<file path="config.mk">
export PLATFORM = sky130hd
export DESIGN_NAME = date_difference_in_days
export DESIGN_NICKNAME = d
export VERILOG_FILES = /design/src/rtl/ddd_pkg.sv /design/src/rtl/ddd_alu.sv /design/src/rtl/ddd_leap.sv /design/src/rtl/date_difference_in_days.sv
export SDC_FILE = /design/constraint.sdc
export NUM_CORES = 1
export LEC_CHECK = 0
export BUFFER_PORTS_ARGS = -buffer_cell sky130_fd_sc_hd__buf_2
export CORE_MARGIN = 3
export CORE_UTILIZATION = 45
export DETAILED_ROUTE_END_ITERATION = 8
export GPL_ROUTABILITY_DRIVEN = 1
export RECOVER_POWER = 25
export SETUP_SLACK_MARGIN = 0.05
export SLEW_MARGIN = 30
export SYNTH_ARGS = -nofsm -noshare
export SYNTH_HDL_FRONTEND = slang
export SYNTH_SLANG_ARGS = --single-unit
</file>
<file path="constraint.sdc">
create_clock -name clk -period 11.75 [get_ports clk]
set_input_delay 2.35 -clock clk [delete_from_list [all_inputs] [get_ports clk]]
set_output_delay 2.35 -clock clk [all_outputs]
set_load 0.03 [all_outputs]
</file>
<file path="src/rtl/ddd_pkg.sv">
// ----------------------------------------------------------------------------
// ddd_pkg
// Shared types, constants and calendar helpers for the date difference block.
// ----------------------------------------------------------------------------
package ddd_pkg;

    localparam int YEAR_W  = 14;
    localparam int MONTH_W = 4;
    localparam int DAY_W   = 5;
    localparam int DIFF_W  = 23;
    localparam int ACC_W   = 25;
    localparam int R400_W  = 9;
    localparam int OFF_W   = 9;

    localparam logic [YEAR_W-1:0]       YEAR_CYCLE = 14'd400;
    localparam logic signed [ACC_W-1:0] DIFF_MAX   = 25'sd4194303;
    localparam logic signed [ACC_W-1:0] LEN_COMMON = 25'sd365;
    localparam logic signed [ACC_W-1:0] LEN_LEAP   = 25'sd366;

    localparam logic [OFF_W-1:0] MONTH_CUM [12] = '{
        9'd0,   9'd31,  9'd59,  9'd90,  9'd120, 9'd151,
        9'd181, 9'd212, 9'd243, 9'd273, 9'd304, 9'd334
    };

    typedef struct packed {
        logic [YEAR_W-1:0]  later_year;
        logic [MONTH_W-1:0] later_month;
        logic [DAY_W-1:0]   later_day;
        logic [YEAR_W-1:0]  earlier_year;
        logic [MONTH_W-1:0] earlier_month;
        logic [DAY_W-1:0]   earlier_day;
    } request_t;

    typedef struct packed {
        logic signed [DIFF_W-1:0] day_difference;
        logic                     order_error;
    } result_t;

    typedef struct packed {
        logic                    sub;
        logic signed [ACC_W-1:0] a;
        logic signed [ACC_W-1:0] b;
    } alu_op_t;

    // days in the months before month m, months above twelve count as twelve
    function automatic logic [OFF_W-1:0] month_offset(input logic [MONTH_W-1:0] m,
                                                      input logic leap);
        logic [MONTH_W-1:0] idx;
        logic [OFF_W-1:0]   off;
        idx = (m > 4'd12) ? 4'd11 : (m - 4'd1);
        if (m == 4'd0) begin
            off = '0;
        end else begin
            off = MONTH_CUM[idx];
            if (leap && (m >= 4'd3)) begin
                off = off + 9'd1;
            end
        end
        return off;
    endfunction

    function automatic logic signed [ACC_W-1:0] year_len(input logic leap);
        return leap ? LEN_LEAP : LEN_COMMON;
    endfunction

endpackage

</file>
<file path="src/rtl/ddd_alu.sv">
// ----------------------------------------------------------------------------
// ddd_alu
// Shared add/subtract unit for accumulation, reduction and compare.
// ----------------------------------------------------------------------------
module ddd_alu (
    input  ddd_pkg::alu_op_t                  op,
    output logic signed [ddd_pkg::ACC_W-1:0]  sum
);

    always_comb
    begin
        if (op.sub)
        begin
            sum = op.a - op.b;
        end
        else
        begin
            sum = op.a + op.b;
        end
    end

endmodule

</file>
<file path="src/rtl/ddd_leap.sv">
// ----------------------------------------------------------------------------
// ddd_leap
// Leap year test from the year taken modulo 400.
// ----------------------------------------------------------------------------
module ddd_leap (
    input  logic [ddd_pkg::R400_W-1:0] r400,
    output logic                       leap
);

    logic div4;
    logic div100;
    logic div400;

    assign div4   = (r400[1:0] == 2'd0);
    assign div400 = (r400 == 9'd0);
    assign div100 = div400 || (r400 == 9'd100) || (r400 == 9'd200) || (r400 == 9'd300);
    assign leap   = (div4 && !div100) || div400;

endmodule

</file>
<file path="src/rtl/date_difference_in_days.sv">
// ----------------------------------------------------------------------------
// date_difference_in_days
// Years in wrong order are answered from idle, in the cycle after the item.
// Otherwise earlier_year is first reduced modulo 400 by repeated subtraction,
// then the days are summed through the shared adder, one year a cycle when
// the years differ. One item at a time, busy is high meanwhile.
// Results are strobed for one cycle by done; the receiver cannot stall.
// Reset (rst_n low, asynchronous) returns the sequencer to idle, no done.
// ----------------------------------------------------------------------------
module date_difference_in_days (
    input  logic              clk,
    input  logic              rst_n,
    input  logic              start,
    input  ddd_pkg::request_t request,
    output logic              busy,
    output logic              done,
    output ddd_pkg::result_t  result
);

    typedef enum logic [2:0] {
        S_IDLE,
        S_MOD,
        S_OFFE,
        S_DAYE,
        S_YLEN,
        S_YEARS,
        S_OFFL,
        S_DAYL
    } state_t;

    state_t                            state_reg;
    logic                              done_reg;
    ddd_pkg::result_t                  result_reg;

    ddd_pkg::request_t                 req_reg;
    logic signed [ddd_pkg::ACC_W-1:0]  acc_reg;
    logic [ddd_pkg::YEAR_W-1:0]        r_reg;
    logic [ddd_pkg::YEAR_W-1:0]        yc_reg;

    logic                              accept;
    logic [ddd_pkg::YEAR_W-1:0]        r_next;
    logic [ddd_pkg::YEAR_W-1:0]        yc_next;
    logic                              last_year;
    logic                              leap_cur;
    logic                              leap_nxt;
    ddd_pkg::alu_op_t                  alu_op;
    logic signed [ddd_pkg::ACC_W-1:0]  alu_sum;
    logic signed [ddd_pkg::DIFF_W-1:0] sat_diff;

    assign accept    = start && !busy;
    assign busy      = (state_reg != S_IDLE);
    assign done      = done_reg;
    assign result    = result_reg;

    assign r_next    = (r_reg == (ddd_pkg::YEAR_CYCLE - 14'd1)) ? '0 : (r_reg + 14'd1);
    assign yc_next   = yc_reg + 14'd1;
    assign last_year = (yc_next == req_reg.later_year);
    assign sat_diff  = (alu_sum > ddd_pkg::DIFF_MAX) ? ddd_pkg::DIFF_MAX[ddd_pkg::DIFF_W-1:0]
                                                     : alu_sum[ddd_pkg::DIFF_W-1:0];

    ddd_leap u_leap_cur (
        .r400 (r_reg[ddd_pkg::R400_W-1:0]),
        .leap (leap_cur)
    );

    ddd_leap u_leap_nxt (
        .r400 (r_next[ddd_pkg::R400_W-1:0]),
        .leap (leap_nxt)
    );

    ddd_alu u_alu (
        .op  (alu_op),
        .sum (alu_sum)
    );

    // operand select for the shared adder
    always_comb
    begin
        alu_op.sub = 1'b0;
        alu_op.a   = acc_reg;
        alu_op.b   = '0;
        unique case (state_reg)
            S_IDLE:
            begin
                alu_op.a = '0;
            end
            S_MOD:
            begin
                alu_op.sub = 1'b1;
                alu_op.a   = ddd_pkg::ACC_W'(r_reg);
                alu_op.b   = ddd_pkg::ACC_W'(ddd_pkg::YEAR_CYCLE);
            end
            S_OFFE:
            begin
                alu_op.sub = 1'b1;
                alu_op.a   = '0;
                alu_op.b   = ddd_pkg::ACC_W'(ddd_pkg::month_offset(req_reg.earlier_month,
                                                                 leap_cur));
            end
            S_DAYE:
            begin
                alu_op.sub = 1'b1;
                alu_op.b   = ddd_pkg::ACC_W'(req_reg.earlier_day);
            end
            S_YLEN:
            begin
                alu_op.b = ddd_pkg::year_len(leap_cur);
            end
            S_YEARS:
            begin
                alu_op.b = ddd_pkg::year_len(leap_nxt);
            end
            S_OFFL:
            begin
                alu_op.b = ddd_pkg::ACC_W'(ddd_pkg::month_offset(req_reg.later_month,
                                                               leap_cur));
            end
            S_DAYL:
            begin
                alu_op.b = ddd_pkg::ACC_W'(req_reg.later_day);
            end
        endcase
    end

    // sequencer and registered outputs
    always_ff @(posedge clk or negedge rst_n)
    begin
        if (!rst_n)
        begin
            state_reg  <= S_IDLE;
            done_reg   <= 1'b0;
            result_reg <= '0;
        end
        else
        begin
            done_reg <= 1'b0;
            unique case (state_reg)
                S_IDLE:
                begin
                    if (accept)
                    begin
                        if (request.later_year < request.earlier_year)
                        begin
                            done_reg                  <= 1'b1;
                            result_reg.day_difference <= '0;
                            result_reg.order_error    <= 1'b1;
                        end
                        else
                        begin
                            state_reg <= S_MOD;
                        end
                    end
                end
                S_MOD:
                begin
                    if (alu_sum[ddd_pkg::ACC_W-1])
                    begin
                        state_reg <= S_OFFE;
                    end
                end
                S_OFFE:
                begin
                    state_reg <= S_DAYE;
                end
                S_DAYE:
                begin
                    if (req_reg.later_year == req_reg.earlier_year)
                    begin
                        state_reg <= S_OFFL;
                    end
                    else
                    begin
                        state_reg <= S_YLEN;
                    end
                end
                S_YLEN:
                begin
                    state_reg <= S_YEARS;
                end
                S_YEARS:
                begin
                    if (last_year)
                    begin
                        state_reg <= S_OFFL;
                    end
                end
                S_OFFL:
                begin
                    state_reg <= S_DAYL;
                end
                S_DAYL:
                begin
                    done_reg                  <= 1'b1;
                    result_reg.day_difference <= sat_diff;
                    result_reg.order_error    <= 1'b0;
                    state_reg                 <= S_IDLE;
                end
            endcase
        end
    end

    // datapath
    always_ff @(posedge clk)
    begin
        unique case (state_reg)
            S_IDLE:
            begin
                if (accept)
                begin
                    req_reg <= request;
                    r_reg   <= request.earlier_year;
                    yc_reg  <= request.earlier_year;
                end
            end
            S_MOD:
            begin
                if (!alu_sum[ddd_pkg::ACC_W-1])
                begin
                    r_reg <= alu_sum[ddd_pkg::YEAR_W-1:0];
                end
            end
            S_YEARS:
            begin
                yc_reg <= yc_next;
                r_reg  <= r_next;
                if (!last_year)
                begin
                    acc_reg <= alu_sum;
                end
            end
            S_OFFE, S_DAYE, S_YLEN, S_OFFL, S_DAYL:
            begin
                acc_reg <= alu_sum;
            end
        endcase
    end

`ifndef SYNTH
    a_err_zero: assert property (@(posedge clk) disable iff (!rst_n)
        done && result.order_error |-> result.day_difference == '0)
        else $error("order error item with nonzero difference");

    a_busy_end: assert property (@(posedge clk) disable iff (!rst_n)
        $fell(busy) |-> done)
        else $error("sequencer left busy without a result");

    a_accept: assert property (@(posedge clk) disable iff (!rst_n)
        start && !busy |=> busy || done)
        else $error("accepted item neither started nor answered");

    a_r400: assert property (@(posedge clk) disable iff (!rst_n)
        state_reg == S_YEARS |-> r_reg < ddd_pkg::YEAR_CYCLE)
        else $error("year residue out of range during year walk");
`endif

endmodule

</file>
# == After elaboration in Yosys (flattened, before gate mapping) ==
# Memory sizes are Yosys's and may differ from the RTL's.
# Cells that the tools add are included.
# totals
reg_bits,127
rom_bits,288
wordCells,129
n_memories,2
# classes
add_sub_neg,8
magnitude_cmp,8
n_eq_ne,23
n_mux,36
n_bitwise,2
reduce_logical,37
# memory_table
name,depth,width,read_ports,rd_ports_with_merged_regs,write_ports,line_no,rtl
(name not given),16,9,1,0,0,ddd_pkg.sv:54,off = MONTH_CUM[idx];
(name not given),16,9,1,0,0,ddd_pkg.sv:54,
# ops
op,count
25-bit one-hot mux with 2 select lines,2
9-bit two-way mux,8
9-bit one-hot mux with 7 select lines,1
25-bit two-way mux,2
24-bit two-way mux,2
24-bit one-hot mux with 2 select lines,1
14-bit two-way mux,3
14-bit one-hot mux with 3 select lines,1
"14-bit by 1-bit adder with 14-bit output, second input constant",2
14-bit == test,2
14-bit one-hot mux with 2 select lines,1
25-bit by 10-bit adder with 25-bit output,1
"25-bit by 23-bit greater-than comparator with 1-bit output, second input constant",1
25-bit by 10-bit subtractor with 25-bit output,1
3-bit one-hot mux with 8 select lines,1
23-bit two-way mux,1
"9-bit by 1-bit adder with 9-bit output, second input constant",2
"9-bit by 7-bit == test with 1-bit output, second input constant",2
"9-bit by 8-bit == test with 1-bit output, second input constant",2
"9-bit == test, second input constant",2
9-bit zero test,2
"14-bit by 9-bit == test with 1-bit output, second input constant",1
14-bit less-than comparator,1
"2-bit inequality test, second input constant",7
27 further kinds,65

# == Logic depth before layout (Yosys ltp) ==
# logic_depth
ltp_word,16
mapped_depth,32

# == Cells and area by module ==
# From an unflattened synthesis, not the netlist that was laid out.
# unflattened
cells_unflattened,1058
hier_area_um2,9644.2
# modules_own_cells
mod,instances,cells_each,area_per_inst_um2
date_difference_in_days,1,773,7664.9
ddd_alu,1,269,1841.8
ddd_leap,2,8,68.8

# == Worst setup path before layout ==
# Ideal clock, no wire load.
# synth_path
path_kind,reg-to-reg
from,reg req_reg[28] (netlist bit)
to,reg result_reg (netlist bit result[16])
setup_ps,153
arrival_ps,6156
required_time_ps,11597
slack_ps,5441
stages_incl_launch_ff,32
path_buffers,2
synth_period_minus_slack_ps,6309
cell_sequence,edfxtp_1 > buf_2 > inv_1 > ha_1 > nand3b_1 > nand2_1 > ha_1 > nor2b_1 > o21ai_0 > o311ai_1 > ha_1 > inv_1 > a211oi_2 > xnor2_1 > o22ai_1 > a221oi_2 > nand2_1 > or3_4 > nor2_1 > ha_1 > nand2_1 > and3_1 > ha_1 > and3_1 > nand2_1 > a2111oi_0 > nor3_1 > o2111ai_1 > or3b_2 > o211ai_2 > buf_2 > o221ai_1
# synth_between
elab_chain_cells,15
word_cells_on_any_way,20
cone_classes,add/sub: 4; order compare: 3; mux: 9; bitwise: 1; reduce/logical: 2; memory: 1
# synth_rtl
element,line_no,rtl
"start, declared",date_difference_in_days.sv:35,ddd_pkg::request_t req_reg;
"start signal, assigned",date_difference_in_days.sv:210,req_reg <= request;
4-bit by 1-bit subtractor with 4-bit output or 4-bit greater-than comparator (tied branches),ddd_pkg.sv:50,idx = (m > 4'd12) ? 4'd11 : (m - 4'd1);
4-bit two-way mux,ddd_pkg.sv:50,
4-bit NOT with 5-bit output (not written as such),ddd_pkg.sv:54,
memory read 16 x 9 bit,--,
9-bit two-way mux (not written as such) (2 in a row),ddd_pkg.sv:54,
9-bit by 1-bit adder with 9-bit output,ddd_pkg.sv:56,off = off + 9'd1;
9-bit two-way mux,ddd_pkg.sv:55,if (leap && (m >= 4'd3)) begin
9-bit two-way mux *,ddd_pkg.sv:51,if (m == 4'd0) begin
9-bit one-hot mux with 7 select lines *,date_difference_in_days.sv:82,unique case (state_reg)
25-bit by 10-bit adder with 25-bit output or 25-bit by 10-bit subtractor with 25-bit output (tied branches),"ddd_alu.sv:18, ddd_alu.sv:14",
25-bit two-way mux *,ddd_alu.sv:12,if (op.sub)
net alu_sum (one bit),date_difference_in_days.sv:47,logic signed [ddd_pkg::ACC_W-1:0] alu_sum;
25-bit by 23-bit greater-than comparator with 1-bit output *,date_difference_in_days.sv:58,assign sat_diff = (alu_sum > ddd_pkg::DIFF_MAX) ? ddd_pkg::DIFF_MAX[ddd_pkg::DIFF_W-1:0]
23-bit two-way mux *,date_difference_in_days.sv:58,
24-bit one-hot mux with 2 select lines *,date_difference_in_days.sv:137,unique case (state_reg)
"end, declared",date_difference_in_days.sv:33,ddd_pkg::result_t result_reg;
# Mark *: on every way through the listed nets, which the timed path passes. The rest lies on a longest branch. The select of a mux whose other input is x is not followed.
# A chain may end at the register's enable or synchronous reset.

# == Worst setup path in the final report ==
# layout_path
from,reg req_reg[28] (netlist bit)
to,"reg r_reg[2] (netlist bit), enable pin"
# layout_between
elab_chain_cells,14
word_cells_on_any_way,19
cone_classes,add/sub: 4; order compare: 2; eq/ne: 1; mux: 7; bitwise: 1; reduce/logical: 3; memory: 1
# layout_rtl
element,line_no,rtl
4-bit by 1-bit subtractor with 4-bit output or 4-bit greater-than comparator (tied branches),ddd_pkg.sv:50,
4-bit two-way mux,ddd_pkg.sv:50,
4-bit NOT with 5-bit output (not written as such),ddd_pkg.sv:54,
memory read 16 x 9 bit,--,
9-bit two-way mux (not written as such) (2 in a row),ddd_pkg.sv:54,
9-bit by 1-bit adder with 9-bit output,ddd_pkg.sv:56,
9-bit two-way mux,ddd_pkg.sv:55,
9-bit two-way mux *,ddd_pkg.sv:51,
9-bit one-hot mux with 7 select lines *,date_difference_in_days.sv:82,
25-bit by 10-bit adder with 25-bit output or 25-bit by 10-bit subtractor with 25-bit output (tied branches),"ddd_alu.sv:18, ddd_alu.sv:14",
25-bit two-way mux *,ddd_alu.sv:12,
2-bit inequality test (no source line) *,--,
3-bit AND reduction (no source line) *,--,
"end signal, assigned",date_difference_in_days.sv:211,r_reg <= request.earlier_year;
"end signal, assigned",date_difference_in_days.sv:219,r_reg <= alu_sum[ddd_pkg::YEAR_W-1:0];
"end signal, assigned",date_difference_in_days.sv:225,r_reg <= r_next;
"end, declared",date_difference_in_days.sv:37,logic [ddd_pkg::YEAR_W-1:0] r_reg;
# Mark *: on every way between the ends. The rest lies on a longest branch, timed or not. The select of a mux whose other input is x is not followed.

==> run summary <==
=====================================================================================
Status                                                                   complete, but fails checks
Violations in the final reports                                          capacitance limit, slew limit
Crit-path max FO                                                                   14
Clock Sink Count                                                                  127
Floorplan die height                                                           150 um
Hold Crit Endpoint                                                          result[0]
Largest net degree at the start of global routing                                  47
Startpoint of the lowest-slack register-to-register path                  req_reg[28]
Worst path slowest cell                                                      edfxtp_1
Register-to-register setup slack                                              4.16 ns
Share of synthesized registers carrying an async set or reset                   0.220
Library cell used as clock root buffer                                      clkbuf_16
Crit path largest cell delay                                                  0.58 ns
Vias post-DR                                                                    7,673
Cell type group with the largest total delay on the critical path        simple AND/OR/NAND/NOR gates
Endpoint of the worst register-to-register path                              r_reg[2]
H-tree Lvls                                                                         4
Multiplexer area fraction after synthesis                                      0.0109
Number of core rows                                                                52
Number of warning messages in the yosys log                                         0
Resized cells post-CTS                                                              0
Share of layout cells above drive strength 1                                    0.121
Number of synthesized flops with an enable pin                                     99
Fraction of the mapped netlist area in adder cells                             0.0781
Most frequent standard cell in the layout excluding fill and tap cells        nand2_1
Drt via density                                                                  5.80
Initial core utilization                                                        0.461
Fraction of post-synthesis cell area in the top cell type by area               0.317
GRT Util Overall                                                                0.230
Path depth of the worst reg2reg path                                               30
Area share of and/or/nand/nor cells after synthesis                             0.179
Hold Path Origin                                                            result[0]
Grt total ovfl                                                                      0
Number of flip-flops in the largest register                                       46
Category of the worst setup path launch point                                register
Placeable core region                                                     20,400 um^2
Setup repair after global routing missed its margin                             false
Via count of the first global-routing pass                                      7,463
Combinational family with the most area after synthesis                  compound AO/OA/AOI/OAI gates
First-pass GRT wire length                                                    40.8 mm
Path type of the worst setup path                                        register to register
WHS Path Cells                                                                      1
Final Hold Viols                                                                    0
Number of buffers added by the clock tree synthesis step                           17
Maximum clock skew at final layout                                          0.0149 ns
Fin Setup TNS                                                                    0 ns
Share of the cycle needed by the critical path after routing                    0.646
Worst path depth                                                                   30
Most frequent cells in the layout                                        108 x nand2_1, 99 x edfxtp_1, 64 x o21ai_0
Minimum clock period after layout                                             7.59 ns
TritonRoute pass-1 iters                                                            5
Slew margin rel.                                                               -0.100
CTS Hold Bufs                                                                       0
Largest area contributor in the netlist                                      edfxtp_1
GP Congestion                                                                   0.905
Clock-pin slew of the registers on the worst-case setup and hold paths        0.06 ns
Skew-Pair Late Insertion Delay                                                0.42 ns
Area growth from synthesis to layout                                            11.6%
DRC viols                                                                           0
F_max                                                                         132 MHz
Yosys cell types                                                                   93
Die Footprint                                                             22,600 um^2
Pins over their slew limit                                                         29
Post-synth design cell area                                                 9390 um^2
Cell types with the largest area share after synthesis                   edfxtp_1 32%, ha_1 7.6%, dfrtp_1 7.5%
Most frequent cell on the critical path                                       nand2_1
Number of instances in the synthesized netlist                                    989
CTS tree                                                                        built
Number of DRC violations after detailed-routing iteration 0                       547
# Max-Cap Violations                                                                1
Req. time, crit path                                                         11.80 ns
Share of the yosys chip area belonging to registers                             0.391
Seq cells post-synth                                                              127
Average size of a mapped cell                                               9.49 um^2
Worst endpoint data arrival time                                              7.64 ns
Fraction of the core area covered by cells at the end of the flow               0.514
Total wirelength of the detailed-routed design                                25.2 mm
Remaining antenna violation count                                                   0
Setup fix buffers added after clock tree synthesis                                  0
Hold crit path type                                                      register to register
Worst slack on hold paths                                                    0.474 ns
Area fraction in compound gates after synthesis                                 0.207
Ant diodes                                                                          0
Avg WL per Cell                                                               19.0 um
Actual transition at the worst max-transition pin                             1.65 ns
Initial antenna violation count                                                     0
Final-stage net count                                                           1,148
Input/output buffers                                                               74
Commonest register cell after synthesis                                      edfxtp_1
Endpoint class of the critical path                                          register
Synthesized-area fraction occupied by xor and xnor cells                       0.0876
Setup violation total in the final timing report                                    0
WP buf/inv                                                                          2
Die Wd                                                                         150 um
Ports                                                                              75
Number of nets produced by synthesis                                            1,096
Max Root-Sink Buffers                                                               2
Post-DP HPWL                                                                  18.6 mm
=====================================================================================
[cells by family (layout without fill, tap and decap cells)]
logic type,after synthesis,in the layout
simple gates,319,319
mux,10,10
flops,127,127
compound gates,274,274
xor+xnor,93,93
fa+ha+maj,58,58
buf+inv,108,173
[area by class of cell]
class                      instances  area, um^2
sequential                       127        3670
clock inverter                    13         103
clock buffer                      19         454
tap                              270         338
inverter                          63         238
multi-input combinational        754        5300
timing repair buffer              78         365
fill                            1905        9890
[layer usage]
layer,global-route usage,up-vias,wire length (um)
met1,0.326,3692,11700
met5,0,-,0
li1,-,3765,-
met3,0.0367,24,1210
met2,0.370,192,12000
met4,0.0535,0,315
[cell usage after synthesis (all sizes together) (5+ instances only)]
master	n
o221ai	16
and2	18
xor2	61
dfrtp	28
nand3b	11
o21a	7
nand2	110
nand2b	19
a211o	5
nor4	7
a31oi	5
nor2	45
nor3	15
clkbuf	26
o21ai	71
ha	57
mux2i	8
o22ai	5
inv	62
nand3	24
nor2b	10
or3	12
edfxtp	99
a21o	14
a22o	14
nand4	13
o31ai	5
buf	19
and3	12
xnor2	32
a211oi	13
o211ai	25
a21oi	50
[stage by stage]
stage	setup slack, ns	instances	cell area, um^2
floorplan	5.44	989	9390
global placement	4.32	1292	9920
detailed placement	4.09	1292	9930
CTS	4.08	1324	10500
global route	3.56	1324	10500
finish	4.16	1324	10500
[how the worst max path moves through the flow]
stage / endpoint / from / slack [ns]
final: r_reg[2] / req_reg[28] / 4.16
after global routing: result[6] / req_reg[28] / 3.56
after CTS: result[9] / req_reg[28] / 4.08
after detailed placement: result[9] / req_reg[28] / 4.09
after global placement: result[6] / req_reg[28] / 4.32
after floorplan: result[16] / req_reg[28] / 5.44
[worst register-to-register path, delay by kind of cell (launching register included)]
family,cells,cell delay [ns]
adder cells (fa/ha/maj),5,1.45
AO/OA/AOI/OAI,9,1.82
buffers and inverters,2,0.25
AND/OR/NAND/NOR,12,2.50
flip-flops,1,0.58
XOR/XNOR,2,0.63
Power is not shown: default switching activity piles up to over one toggle a cycle in this logic, so the estimate is an artifact.
